--- src/sv/trcf_pkg.sv ---
// trcf_pkg: shared types, constants and helper functions of the record check filter
// used by every module of temp_record_check_filter; no dependencies
`timescale 1ns / 1ps

package trcf_pkg;

  // window of converted readings
  localparam int WINDOW_LEN = 8;
  localparam int WIN_IW     = $clog2(WINDOW_LEN);

  // field widths
  localparam int DATA_W = 8;
  localparam int VAL_W  = 12;
  localparam int STAT_W = 2;

  // scratchpad record: bytes 0 to 7 under the crc, byte 8 holds the crc
  localparam int             REC_LAST = 8;
  localparam int             BCNT_W   = 4;
  localparam logic [DATA_W-1:0] CRC_POLY = 8'h8C;

  // largest magnitude of a converted reading
  localparam int MAX_TENTHS = 1279;

  // trimmed mean arithmetic
  localparam int SUM_W   = $clog2(WINDOW_LEN * MAX_TENTHS + 1) + 1;
  localparam int DIV     = WINDOW_LEN - 2;
  localparam int MAG_W   = $clog2(DIV * MAX_TENTHS + 1);
  localparam int DIV_SH  = MAG_W + $clog2(DIV) + 1;
  localparam int RECIP_W = DIV_SH + 1;
  localparam logic [RECIP_W-1:0] RECIP =
    RECIP_W'(((64'd1 << DIV_SH) + 64'(DIV) - 64'd1) / 64'(DIV));
  localparam int PROD_W  = MAG_W + RECIP_W;

  // job queue between front and back
  localparam int Q_DEPTH = 2;
  localparam int Q_IW    = $clog2(Q_DEPTH);
  localparam int Q_CW    = $clog2(Q_DEPTH + 1);

  typedef enum logic [STAT_W-1:0] {
    ST_OK     = 2'd0,
    ST_CRC    = 2'd1,
    ST_ABSENT = 2'd2
  } status_t;

  // one job handed from front to back
  typedef struct packed {
    status_t           status;
    logic [DATA_W-1:0] lo;
    logic [DATA_W-1:0] hi;
  } job_t;

  // queue status seen by the two sides
  typedef struct packed {
    logic full;
    logic empty;
  } q_stat_t;

  typedef enum logic [2:0] {
    BK_IDLE,
    BK_WALK,
    BK_MUL,
    BK_FIN,
    BK_OUT
  } bk_state_t;

  // sixteenths of a degree to tenths
  function automatic logic [3:0] frac_tenths(input logic [3:0] n);
    logic [3:0] t;
    case (n)
      4'd0:  t = 4'd0;
      4'd1:  t = 4'd1;
      4'd2:  t = 4'd1;
      4'd3:  t = 4'd2;
      4'd4:  t = 4'd3;
      4'd5:  t = 4'd3;
      4'd6:  t = 4'd4;
      4'd7:  t = 4'd4;
      4'd8:  t = 4'd5;
      4'd9:  t = 4'd6;
      4'd10: t = 4'd6;
      4'd11: t = 4'd7;
      4'd12: t = 4'd8;
      4'd13: t = 4'd8;
      4'd14: t = 4'd9;
      default: t = 4'd9;
    endcase
    return t;
  endfunction

endpackage

--- src/sv/trcf_front.sv ---
// trcf_front: takes scratchpad beats, runs the crc and latches the temperature bytes
// depends on trcf_pkg; pushes one job per finished record or absent-device beat
`timescale 1ns / 1ps

module trcf_front (
  input  logic                         clk,
  input  logic                         rst_n,
  input  logic                         in_tvalid,
  output logic                         in_tready,
  input  logic [trcf_pkg::DATA_W-1:0]  in_tdata,
  input  logic                         in_tuser,
  input  trcf_pkg::q_stat_t            q_stat,
  output logic                         push,
  output trcf_pkg::job_t               job
);

  logic [trcf_pkg::BCNT_W-1:0] bcnt_r, bcnt_nxt;
  logic [trcf_pkg::DATA_W-1:0] crc_r, crc_nxt;
  logic [trcf_pkg::DATA_W-1:0] lo_r, lo_nxt;
  logic [trcf_pkg::DATA_W-1:0] hi_r, hi_nxt;
  logic                        acc;
  logic                        last_byte;

  // reflected crc-8, one bit per step
  function automatic logic [7:0] crc8_step(input logic [7:0] crc, input logic [7:0] b);
    logic [7:0] c;
    c = crc ^ b;
    for (int k = 0; k < 8; k++) begin
      c = c[0] ? ((c >> 1) ^ trcf_pkg::CRC_POLY) : (c >> 1);
    end
    return c;
  endfunction

  assign in_tready = !q_stat.full;
  assign acc       = in_tvalid && in_tready;
  assign last_byte = (bcnt_r == trcf_pkg::BCNT_W'(trcf_pkg::REC_LAST));

  always_comb begin
    bcnt_nxt   = bcnt_r;
    crc_nxt    = crc_r;
    lo_nxt     = lo_r;
    hi_nxt     = hi_r;
    push       = 1'b0;
    job.status = trcf_pkg::ST_OK;
    job.lo     = lo_r;
    job.hi     = hi_r;
    if (acc) begin
      if (in_tuser) begin
        bcnt_nxt   = '0;
        crc_nxt    = '0;
        push       = 1'b1;
        job.status = trcf_pkg::ST_ABSENT;
      end else if (last_byte) begin
        bcnt_nxt   = '0;
        crc_nxt    = '0;
        push       = 1'b1;
        job.status = (crc_r == in_tdata) ? trcf_pkg::ST_OK : trcf_pkg::ST_CRC;
      end else begin
        if (bcnt_r == trcf_pkg::BCNT_W'(0)) lo_nxt = in_tdata;
        if (bcnt_r == trcf_pkg::BCNT_W'(1)) hi_nxt = in_tdata;
        crc_nxt  = crc8_step(crc_r, in_tdata);
        bcnt_nxt = bcnt_r + trcf_pkg::BCNT_W'(1);
      end
    end
  end

  always_ff @(posedge clk) begin
    if (!rst_n) begin
      bcnt_r <= '0;
      crc_r  <= '0;
      lo_r   <= '0;
      hi_r   <= '0;
    end else begin
      bcnt_r <= bcnt_nxt;
      crc_r  <= crc_nxt;
      lo_r   <= lo_nxt;
      hi_r   <= hi_nxt;
    end
  end

endmodule

--- src/sv/trcf_queue.sv ---
// trcf_queue: short job queue between the front and the back
// depends on trcf_pkg for the job type and depth
`timescale 1ns / 1ps

module trcf_queue (
  input  logic              clk,
  input  logic              rst_n,
  input  logic              push,
  input  trcf_pkg::job_t    push_job,
  input  logic              pop,
  output trcf_pkg::job_t    head,
  output trcf_pkg::q_stat_t q_stat
);

  trcf_pkg::job_t            mem_r [trcf_pkg::Q_DEPTH];
  logic [trcf_pkg::Q_IW-1:0] wr_ptr_r, wr_ptr_nxt;
  logic [trcf_pkg::Q_IW-1:0] rd_ptr_r, rd_ptr_nxt;
  logic [trcf_pkg::Q_CW-1:0] cnt_r, cnt_nxt;
  logic                      do_push;
  logic                      do_pop;

  assign q_stat.full  = (cnt_r == trcf_pkg::Q_CW'(trcf_pkg::Q_DEPTH));
  assign q_stat.empty = (cnt_r == '0);
  assign do_push      = push && !q_stat.full;
  assign do_pop       = pop && !q_stat.empty;
  assign head         = mem_r[rd_ptr_r];

  always_comb begin
    wr_ptr_nxt = wr_ptr_r;
    rd_ptr_nxt = rd_ptr_r;
    cnt_nxt    = cnt_r;
    if (do_push) begin
      wr_ptr_nxt = (wr_ptr_r == trcf_pkg::Q_IW'(trcf_pkg::Q_DEPTH - 1)) ? '0 :
                   wr_ptr_r + trcf_pkg::Q_IW'(1);
    end
    if (do_pop) begin
      rd_ptr_nxt = (rd_ptr_r == trcf_pkg::Q_IW'(trcf_pkg::Q_DEPTH - 1)) ? '0 :
                   rd_ptr_r + trcf_pkg::Q_IW'(1);
    end
    if (do_push && !do_pop) cnt_nxt = cnt_r + trcf_pkg::Q_CW'(1);
    else if (do_pop && !do_push) cnt_nxt = cnt_r - trcf_pkg::Q_CW'(1);
  end

  always_ff @(posedge clk) begin
    if (!rst_n) begin
      wr_ptr_r <= '0;
      rd_ptr_r <= '0;
      cnt_r    <= '0;
    end else begin
      wr_ptr_r <= wr_ptr_nxt;
      rd_ptr_r <= rd_ptr_nxt;
      cnt_r    <= cnt_nxt;
    end
  end

  always_ff @(posedge clk) begin
    if (do_push) mem_r[wr_ptr_r] <= push_job;
  end

endmodule

--- src/sv/trcf_back.sv ---
// trcf_back: converts a good record, updates the window and forms the trimmed mean
// depends on trcf_pkg; holds the result register that drives the output channel
`timescale 1ns / 1ps

module trcf_back (
  input  logic                               clk,
  input  logic                               rst_n,
  input  trcf_pkg::job_t                     head,
  input  trcf_pkg::q_stat_t                  q_stat,
  output logic                               pop,
  output logic                               out_tvalid,
  input  logic                               out_tready,
  output logic [2*trcf_pkg::VAL_W-1:0]       out_tdata,
  output logic [trcf_pkg::STAT_W-1:0]        out_tuser
);

  trcf_pkg::bk_state_t              state_r, state_nxt;
  logic signed [trcf_pkg::VAL_W-1:0] win_r [trcf_pkg::WINDOW_LEN];
  logic [trcf_pkg::WIN_IW-1:0]      wp_r, wp_nxt;
  logic [trcf_pkg::WIN_IW-1:0]      idx_r, idx_nxt;
  logic signed [trcf_pkg::SUM_W-1:0] sum_r, sum_nxt;
  logic signed [trcf_pkg::VAL_W-1:0] mx_r, mx_nxt;
  logic signed [trcf_pkg::VAL_W-1:0] mn_r, mn_nxt;
  logic [trcf_pkg::PROD_W-1:0]      prod_r, prod_nxt;
  logic                             sgn_r, sgn_nxt;
  trcf_pkg::status_t                stat_r, stat_nxt;
  logic signed [trcf_pkg::VAL_W-1:0] rdg_r, rdg_nxt;
  logic signed [trcf_pkg::VAL_W-1:0] filt_r, filt_nxt;
  logic                             win_we;

  // conversion of the latched temperature bytes
  logic [15:0]                      raw;
  logic [15:0]                      mag16;
  logic [6:0]                       int7;
  logic [trcf_pkg::VAL_W-2:0]       v11;
  logic signed [trcf_pkg::VAL_W-1:0] conv;

  // walk and trimmed mean
  logic signed [trcf_pkg::VAL_W-1:0] w;
  logic signed [trcf_pkg::SUM_W-1:0] w_ext, mx_ext, mn_ext, trimmed, tabs;
  logic [trcf_pkg::MAG_W-1:0]       tmag;
  logic [trcf_pkg::VAL_W-1:0]       q;

  assign raw   = {head.hi, head.lo};
  assign mag16 = raw[15] ? (~raw + 16'd1) : raw;
  assign int7  = mag16[10:4];
  assign v11   = (trcf_pkg::VAL_W-1)'({int7, 3'b000}) + (trcf_pkg::VAL_W-1)'({int7, 1'b0})
               + (trcf_pkg::VAL_W-1)'(trcf_pkg::frac_tenths(mag16[3:0]));
  assign conv  = raw[15] ? -$signed({1'b0, v11}) : $signed({1'b0, v11});

  assign w       = win_r[idx_r];
  assign w_ext   = {{(trcf_pkg::SUM_W-trcf_pkg::VAL_W){w[trcf_pkg::VAL_W-1]}}, w};
  assign mx_ext  = {{(trcf_pkg::SUM_W-trcf_pkg::VAL_W){mx_r[trcf_pkg::VAL_W-1]}}, mx_r};
  assign mn_ext  = {{(trcf_pkg::SUM_W-trcf_pkg::VAL_W){mn_r[trcf_pkg::VAL_W-1]}}, mn_r};
  assign trimmed = sum_r - mx_ext - mn_ext;
  assign tabs    = trimmed[trcf_pkg::SUM_W-1] ? -trimmed : trimmed;
  assign tmag    = tabs[trcf_pkg::MAG_W-1:0];
  assign q       = prod_r[trcf_pkg::DIV_SH +: trcf_pkg::VAL_W];

  assign out_tvalid = (state_r == trcf_pkg::BK_OUT);
  assign out_tdata  = {filt_r, rdg_r};
  assign out_tuser  = stat_r;

  always_comb begin
    state_nxt = state_r;
    wp_nxt    = wp_r;
    idx_nxt   = idx_r;
    sum_nxt   = sum_r;
    mx_nxt    = mx_r;
    mn_nxt    = mn_r;
    prod_nxt  = prod_r;
    sgn_nxt   = sgn_r;
    stat_nxt  = stat_r;
    rdg_nxt   = rdg_r;
    filt_nxt  = filt_r;
    win_we    = 1'b0;
    pop       = 1'b0;
    unique case (state_r)
      trcf_pkg::BK_IDLE: begin
        if (!q_stat.empty) begin
          pop      = 1'b1;
          stat_nxt = head.status;
          if (head.status == trcf_pkg::ST_OK) begin
            win_we    = 1'b1;
            rdg_nxt   = conv;
            wp_nxt    = (wp_r == trcf_pkg::WIN_IW'(trcf_pkg::WINDOW_LEN - 1)) ? '0 :
                        wp_r + trcf_pkg::WIN_IW'(1);
            idx_nxt   = '0;
            state_nxt = trcf_pkg::BK_WALK;
          end else begin
            rdg_nxt   = '0;
            filt_nxt  = '0;
            state_nxt = trcf_pkg::BK_OUT;
          end
        end
      end
      trcf_pkg::BK_WALK: begin
        if (idx_r == '0) begin
          sum_nxt = w_ext;
          mx_nxt  = w;
          mn_nxt  = w;
        end else begin
          sum_nxt = sum_r + w_ext;
          if (w > mx_r) mx_nxt = w;
          if (w < mn_r) mn_nxt = w;
        end
        if (idx_r == trcf_pkg::WIN_IW'(trcf_pkg::WINDOW_LEN - 1)) begin
          state_nxt = trcf_pkg::BK_MUL;
        end else begin
          idx_nxt = idx_r + trcf_pkg::WIN_IW'(1);
        end
      end
      trcf_pkg::BK_MUL: begin
        // divide by the constant through its reciprocal
        prod_nxt  = trcf_pkg::PROD_W'(tmag) * trcf_pkg::PROD_W'(trcf_pkg::RECIP);
        sgn_nxt   = trimmed[trcf_pkg::SUM_W-1];
        state_nxt = trcf_pkg::BK_FIN;
      end
      trcf_pkg::BK_FIN: begin
        filt_nxt  = sgn_r ? -$signed(q) : $signed(q);
        state_nxt = trcf_pkg::BK_OUT;
      end
      trcf_pkg::BK_OUT: begin
        if (out_tready) state_nxt = trcf_pkg::BK_IDLE;
      end
      default: state_nxt = trcf_pkg::BK_IDLE;
    endcase
  end

  always_ff @(posedge clk) begin
    if (!rst_n) begin
      state_r <= trcf_pkg::BK_IDLE;
      wp_r    <= '0;
      for (int i = 0; i < trcf_pkg::WINDOW_LEN; i++) begin
        win_r[i] <= '0;
      end
    end else begin
      state_r <= state_nxt;
      wp_r    <= wp_nxt;
      if (win_we) win_r[wp_r] <= conv;
    end
  end

  always_ff @(posedge clk) begin
    idx_r  <= idx_nxt;
    sum_r  <= sum_nxt;
    mx_r   <= mx_nxt;
    mn_r   <= mn_nxt;
    prod_r <= prod_nxt;
    sgn_r  <= sgn_nxt;
    stat_r <= stat_nxt;
    rdg_r  <= rdg_nxt;
    filt_r <= filt_nxt;
  end

endmodule

--- src/sv/temp_record_check_filter.sv ---
// temp_record_check_filter: top level of the sensor record check and trimmed mean filter
// depends on trcf_pkg, trcf_front, trcf_queue and trcf_back
`timescale 1ns / 1ps

// The block takes a temperature sensor's nine scratchpad bytes as input beats
// (in_tuser low) or an absent-device beat (in_tuser high). Bytes 0 to 7 run
// through the reflected crc-8 (polynomial 0x31) and byte 8 is checked against
// it. Each record's last byte, and each absent-device beat, gives exactly one
// result beat: status 0 with the reading and the window's trimmed mean in
// tenths of a degree, status 1 on a crc mismatch or status 2 for an absent
// device, both values zero on error. Bytes are taken one per cycle while the
// two-entry job queue has room. For a good record the back end converts the
// reading and writes the window, walks the window for sum, max and min, does
// the reciprocal multiply and applies the sign; an error result is ready in
// the cycle after pickup. The back end handles one record at a time and holds
// its result in the output register until it is taken. The window resets to
// all zero, with no clearing pass.

module temp_record_check_filter (
  input  logic                           clk,
  input  logic                           rst_n,
  // input channel
  input  logic                           in_tvalid,
  output logic                           in_tready,
  input  logic [trcf_pkg::DATA_W-1:0]    in_tdata,   // [7:0] data_byte
  input  logic                           in_tuser,   // [0] cmd (absent device)
  // result channel
  output logic                           out_tvalid,
  input  logic                           out_tready,
  output logic [2*trcf_pkg::VAL_W-1:0]   out_tdata,  // [11:0] reading_tenths, [23:12] filtered_tenths
  output logic [trcf_pkg::STAT_W-1:0]    out_tuser   // [1:0] status
);

  trcf_pkg::q_stat_t q_stat;
  trcf_pkg::job_t    push_job;
  trcf_pkg::job_t    head;
  logic              push;
  logic              pop;

  // front: crc, byte count and temperature byte capture
  trcf_front u_front (
    .clk       (clk),
    .rst_n     (rst_n),
    .in_tvalid (in_tvalid),
    .in_tready (in_tready),
    .in_tdata  (in_tdata),
    .in_tuser  (in_tuser),
    .q_stat    (q_stat),
    .push      (push),
    .job       (push_job)
  );

  // jobs wait here so the front waits on the window walk only when the queue is full
  trcf_queue u_queue (
    .clk      (clk),
    .rst_n    (rst_n),
    .push     (push),
    .push_job (push_job),
    .pop      (pop),
    .head     (head),
    .q_stat   (q_stat)
  );

  // back: conversion, window update, trimmed mean, result register
  trcf_back u_back (
    .clk        (clk),
    .rst_n      (rst_n),
    .head       (head),
    .q_stat     (q_stat),
    .pop        (pop),
    .out_tvalid (out_tvalid),
    .out_tready (out_tready),
    .out_tdata  (out_tdata),
    .out_tuser  (out_tuser)
  );

endmodule

--- config.mk ---
export PLATFORM = sky130hd
export DESIGN_NAME = temp_record_check_filter
export DESIGN_NICKNAME = d
export VERILOG_FILES = /design/src/sv/trcf_pkg.sv /design/src/sv/trcf_front.sv /design/src/sv/trcf_queue.sv /design/src/sv/trcf_back.sv /design/src/sv/temp_record_check_filter.sv
export SDC_FILE = /design/constraint.sdc
export NUM_CORES = 1
export LEC_CHECK = 0
export ABC_AREA = 1
export BUFFER_PORTS_ARGS = -buffer_cell sky130_fd_sc_hd__buf_2
export CORE_MARGIN = 2
export CORE_UTILIZATION = 58
export DETAILED_ROUTE_END_ITERATION = 16
export PLACE_DENSITY = 0.77
export SYNTH_ARGS = -nofsm -noshare
export SYNTH_HDL_FRONTEND = slang
export SYNTH_HIERARCHICAL = 1
export SYNTH_SLANG_ARGS = --single-unit
export TNS_END_PERCENT = 1
--- constraint.sdc ---
create_clock -name clk -period 6.2 [get_ports clk]
set_clock_uncertainty 0.05 [all_clocks]
set_input_delay 0.93 -clock clk [delete_from_list [all_inputs] [get_ports clk]]
set_output_delay 0.93 -clock clk [all_outputs]
set_load 0.01 [all_outputs]
; ---- After elaboration in Yosys (flattened, before gate mapping)
; Memory sizes are Yosys's and may differ from the RTL's. A register that Yosys moved wholly into a read port is not among the register bits.
; Index checks and enable logic that the tools add are counted.
[op_classes]
n_eq_ne = 16
add_sub_neg = 16
mul = 1
order_cmp = 2
reduce_logical = 29
muxes = 62
bitwise_logic = 13
[ops]
columns = cell, n
row1 = two-way mux 12 bit, 9
row2 = two-way mux 8 bit, 10
row3 = two-way mux 3 bit, 10
row4 = subtractor 15 x 12 -> 15 bit, 2
row5 = multiplier 13 x 14 -> 27 bit (second input constant), 1
row6 = negation 11 -> 12 bit, 2
row7 = NOT 2 -> 3 bit, 8
row8 = one-hot mux 12 bit (2 select lines), 1
row9 = two-way mux 1 bit, 20
row10 = adder 15 x 12 -> 15 bit, 1
row11 = two-way mux 15 bit, 1
row12 = one-hot mux 3 bit (5 select lines), 1
row13 = two-way mux 13 bit, 1
row14 = negation 13 bit, 1
row15 = > comparator 12 bit, 1
row16 = < comparator 12 bit, 1
row17 = AND reduction 4 bit, 3
row18 = OR reduction 12 bit, 1
row19 = adder 10 x 8 -> 11 bit, 1
row20 = adder 11 x 1 -> 11 bit (second input constant), 1
row21 = adder 11 x 4 -> 11 bit, 1
row22 = two-way mux 11 bit, 1
row23 = NOT 11 bit, 1
row24 = two-way mux 2 bit, 5
row25 = other kinds (26), 55
[word_totals]
mem_bits_rw = 132
elab_cells = 160
reg_bits = 134
memories = 3
romBits = 64
in_bits = 13
[memory_table]
columns = memory, depth, width, rd, rd_ports_with_merged_regs, wr, line_no
row1 = u_back.win_r, 8, 12, 1, 1, 8, trcf_back.sv:18  ; logic signed [trcf_pkg::VAL_W-1:0] win_r [trcf_pkg::WINDOW_LEN];
row2 = (name not given), 16, 4, 1, 0, 0, trcf_pkg.sv:69  ; case (n)
row3 = u_queue.mem_r, 2, 18, 1, 1, 1, trcf_queue.sv:15  ; trcf_pkg::job_t mem_r [trcf_pkg::Q_DEPTH];

; ---- Depth between registers and ports, before layout
[logic_depth]
depth_word = 19
ltp_mapped = 37
mapped_depth_nobuf = 36

; ---- Modules after synthesis
; Netlist, hierarchy kept.
[by_module_without_submodules]
columns = module, area_each_um2, seq_area_each_um2, instances, cells_per_inst
row1 = trcf_back, 14143.6, 5465.2, 1, 1636
row2 = trcf_queue, 1597.8, 1181.1, 1, 94
row3 = trcf_front, 1502.7, 560.5, 1, 208

; ---- Least setup slack after synthesis
; OpenSTA, ideal clock, no wires.
[synth_timing]
kind = reg-to-reg
startpoint = register u_back/sum_r[0] in the netlist's numbering
endpoint = register u_back/prod_r[24] in the netlist's numbering (data pin)
path_stages_with_launch = 30
synth_period_minus_slack_ns = 6.822
setup_slack_ns = -0.622
t_required_ns = 5.890
arrival_time_ns = 6.512
setup_ns = 0.260
path_cell_list = edfxtp_1 fa_1 ha_1 xnor2_1 ha_1 nand3_1 nor2_1 nand4_1 nor2_1 nand2_1 nand2_1 xor2_1 inv_1 ha_1 fa_1 inv_1 fa_1 inv_1 fa_1 inv_1 fa_1 inv_1 ha_1 a21oi_1 o21ai_0 nor2_1 nor2_1 nor4_1 nand2_1 xor2_1
[synth_between]
elab_chain_len = 5
[synth_rtl]
columns = element, line_no
row1 = from (decl), trcf_back.sv:21  ; logic signed [trcf_pkg::SUM_W-1:0] sum_r, sum_nxt;
row2 = from (signal assigned), trcf_back.sv:146  ; sum_r <= sum_nxt;
row3 = subtractor 15 x 12 -> 15 bit * (2 in a row), trcf_back.sv:55  ; assign trimmed = sum_r - mx_ext - mn_ext;
row4 = negation 13 bit, trcf_back.sv:56  ; assign tabs = trimmed[trcf_pkg::SUM_W-1] ? -trimmed : trimmed;
row5 = two-way mux 13 bit *, trcf_back.sv:56
row6 = multiplier 13 x 14 -> 27 bit *, trcf_back.sv:115  ; prod_nxt = trcf_pkg::PROD_W'(tmag) * trcf_pkg::PROD_W'(trcf_pkg::RECIP);
row7 = to (signal assigned), trcf_back.sv:149  ; prod_r <= prod_nxt;
row8 = to (decl), trcf_back.sv:24  ; logic [trcf_pkg::PROD_W-1:0] prod_r, prod_nxt;
; Every way passes the cells marked *; elsewhere a longest branch is shown, timed or not.
; A chain may end at the register's enable or synchronous reset.

; ---- Worst setup path in the final report
[layout_timing]
startpoint = register u_back/mx_r[2] in the netlist's numbering
endpoint = register u_back/prod_r[24] in the netlist's numbering (data pin)
[layout_between]
elab_chain_len = 5
[layout_rtl]
columns = element, line_no
row1 = from (decl), trcf_back.sv:22  ; logic signed [trcf_pkg::VAL_W-1:0] mx_r, mx_nxt;
row2 = from (signal assigned), trcf_back.sv:147  ; mx_r <= mx_nxt;
row3 = subtractor 15 x 12 -> 15 bit * (2 in a row), trcf_back.sv:55
row4 = negation 13 bit, trcf_back.sv:56
row5 = two-way mux 13 bit *, trcf_back.sv:56
row6 = multiplier 13 x 14 -> 27 bit *, trcf_back.sv:115
; Marked as above.

==> impl_metrics.env <==
export IMPL_outcome="finished with violations"
export IMPL_violations="setup timing"
export IMPL_initial_core_util_pct=58.8
export IMPL_nets=2341
export IMPL_grt_usage_pct=26.3
export IMPL_setup_tns_ns=-3.95
export IMPL_setup_viol=11
export IMPL_core_area_um2=28600
export IMPL_grt_max_degree=50
export IMPL_worstPathMaxFanout=6
export IMPL_hp_class="reg2reg"
export IMPL_rsz0062_at_grt="true"
export IMPL_die_h_um=174
export IMPL_relSlewSlack_pct=15.4
export IMPL_ff_latch_area_um2=6890
export IMPL_portBuffers=40
export IMPL_min_period_over_period_pct=108
export IMPL_firstDrtPassIters=5
export IMPL_yosysWarnings=6
export IMPL_rows=62
export IMPL_die_w_um=174
export IMPL_syn_nets=2143
export IMPL_cts_tree="yes"
export IMPL_drive_gt1_share_pct=19.5
export IMPL_worstPathRequired_ns=6.41
export IMPL_clock_latency_ns=0.53
export IMPL_tightest_slew_ns=1.26
export IMPL_avgSynthCellArea_um2=8.80
export IMPL_cts_buffer_depth=3
export IMPL_critPathSlowestCell="fa_1"
export IMPL_avgRoutedWirePerCell_um=15.9
export IMPL_fmax_mhz=149
export IMPL_antenna_cells=0
export IMPL_viasPerCell=5.45
export IMPL_grt_pass1_wl_mm=65.3
export IMPL_via_count=13700
export IMPL_ioPinCount=41
export IMPL_grt_overflow_total=0
export IMPL_post_dp_hpwl_mm=29.3
export IMPL_drcViolationCount=0
export IMPL_first_iter_violations=1025
export IMPL_setup_slack_ns=-0.496
export IMPL_cp_start_kind="register"
export IMPL_clock_sinks=242
export IMPL_critPathCaptureType="register"
export IMPL_grt_pass1_vias=13800
export IMPL_antenna_found_initial=0
export IMPL_gp_congestion=0.934
export IMPL_critPathMaxStageDelay_ns=0.59
export IMPL_fillers=2122
export IMPL_die_area_um2=30400
export IMPL_netlist_area_um2=16800
export IMPL_area_growth_syn_to_layout_pct=18.7
export IMPL_place_area_um2=18800
export IMPL_hold_violations=0
export IMPL_min_period_ns=6.70
export IMPL_cts_buffers=26
export IMPL_multi_input_area_um2=9070
export IMPL_maxCapViolCount=0
export IMPL_htreeDepth=1
export IMPL_worstPathArrival_ns=6.91
export IMPL_finalMaxSlewViolations=0
export IMPL_clk_pin_slew_worst_paths_ns=0.06
export IMPL_hold_buffers=0
export IMPL_netlist_instances=1912
export IMPL_cts_root_buf="clkbuf_16"
export IMPL_ant_nets=0
export IMPL_worst_setup_path_type="reg2reg"
export IMPL_post_route_cell_area_um2=20000
export IMPL_drt_total_wl_mm=39.9
export IMPL_path_common_cell="inv_2"
==> stage by stage <==
stage,worst slack [ns],util (%),hold slack [ns],cells
6_report,-0.496,69.8,0.405,2513
5_1_grt,-0.871,69.8,0.419,2513
4_1_cts,-0.416,69.4,0.407,2511
3_5_place_dp,-0.590,65.5,0.390,2448
3_3_place_gp,-0.412,65.5,0.379,2448
2_1_floorplan,-0.157,-,0.370,1912
==> worst max-delay path, delay by kind of cell, from the launching register on <==
| family | cells | cell delay (ns) |
|---|---|---|
| fa+ha+maj | 8 | 3.35 |
| simple gates | 14 | 1.68 |
| xor+xnor | 3 | 0.57 |
| flops | 1 | 0.34 |
| buf+inv | 6 | 0.33 |
| compound gates | 1 | 0.13 |
==> placed cells by master, fill, tap and decap left out, types with 14 or more instances in the layout <==
master     count
nand2_2       33
nand4_1       16
inv_2         32
inv_1        273
xnor2_1       18
clkbuf_16     28
xor2_1        39
nand3_1       36
dfxtp_1       38
edfxtp_1     204
ha_1         138
nand2_1      271
nor2_1       307
ha_4          17
fa_1          59
a31oi_1       14
o21ai_0      114
a21oi_1       85
buf_4        171
buf_2         40
nor3_1        26
==> routing by layer <==
| metal | up-vias | part of all wire, % | global-route usage [%] | wire [um] |
|---|---|---|---|---|
| met5 | - | 0 | 0 | 0 |
| met4 | 0 | 2.9 | 8.30 | 1140 |
| met3 | 94 | 6.0 | 3.13 | 2390 |
| met2 | 465 | 49 | 46.1 | 19600 |
| met1 | 6494 | 42 | 34.0 | 16700 |
| li1 | 6654 | - | - | - |
==> worst paths after layout <==
check                  start                  end  slack (ns)  cells after the start
min          u_front/lo_r[0]  u_queue/mem_r[0][8]        0.40                      0
max reg2reg   u_back/mx_r[2]    u_back/prod_r[24]       -0.50                     32
min reg2reg  u_front/lo_r[0]  u_queue/mem_r[0][8]        0.40                      0
max           u_back/mx_r[2]    u_back/prod_r[24]       -0.50                     32
==> flip-flops by register name (all words and copies together) (netlist names), 11 cells and up, named ones only <==
signal / count
u_back/mn_r: 12
u_queue/mem_r: 28
u_back/rdg_r: 12
u_back/sum_r: 15
u_back/filt_r: 12
u_back/win_r: 96
u_back/mx_r: 12
u_back/prod_r: 11
==> area by class of cell <==
type | instances | area share [%]
clock buffers | 35 | 3.79
clock inverters | 12 | 0.570
inverters | 313 | 5.91
multi-input cells | 1316 | 45.4
flip-flops and latches | 242 | 34.5
well taps | 384 | 2.41
repair buffers | 211 | 7.43
==> timing repair <==
action | CTS | global route
buffers inserted | 16 | 2
endpoints found under the setup margin | 11 | 11
pin swaps | 44 | 25
gates resized for setup | 32 | 31
Power is left out: the tool's default activity adds up to more than one toggle a clock period on the data nets, which glitch-free logic cannot reach.
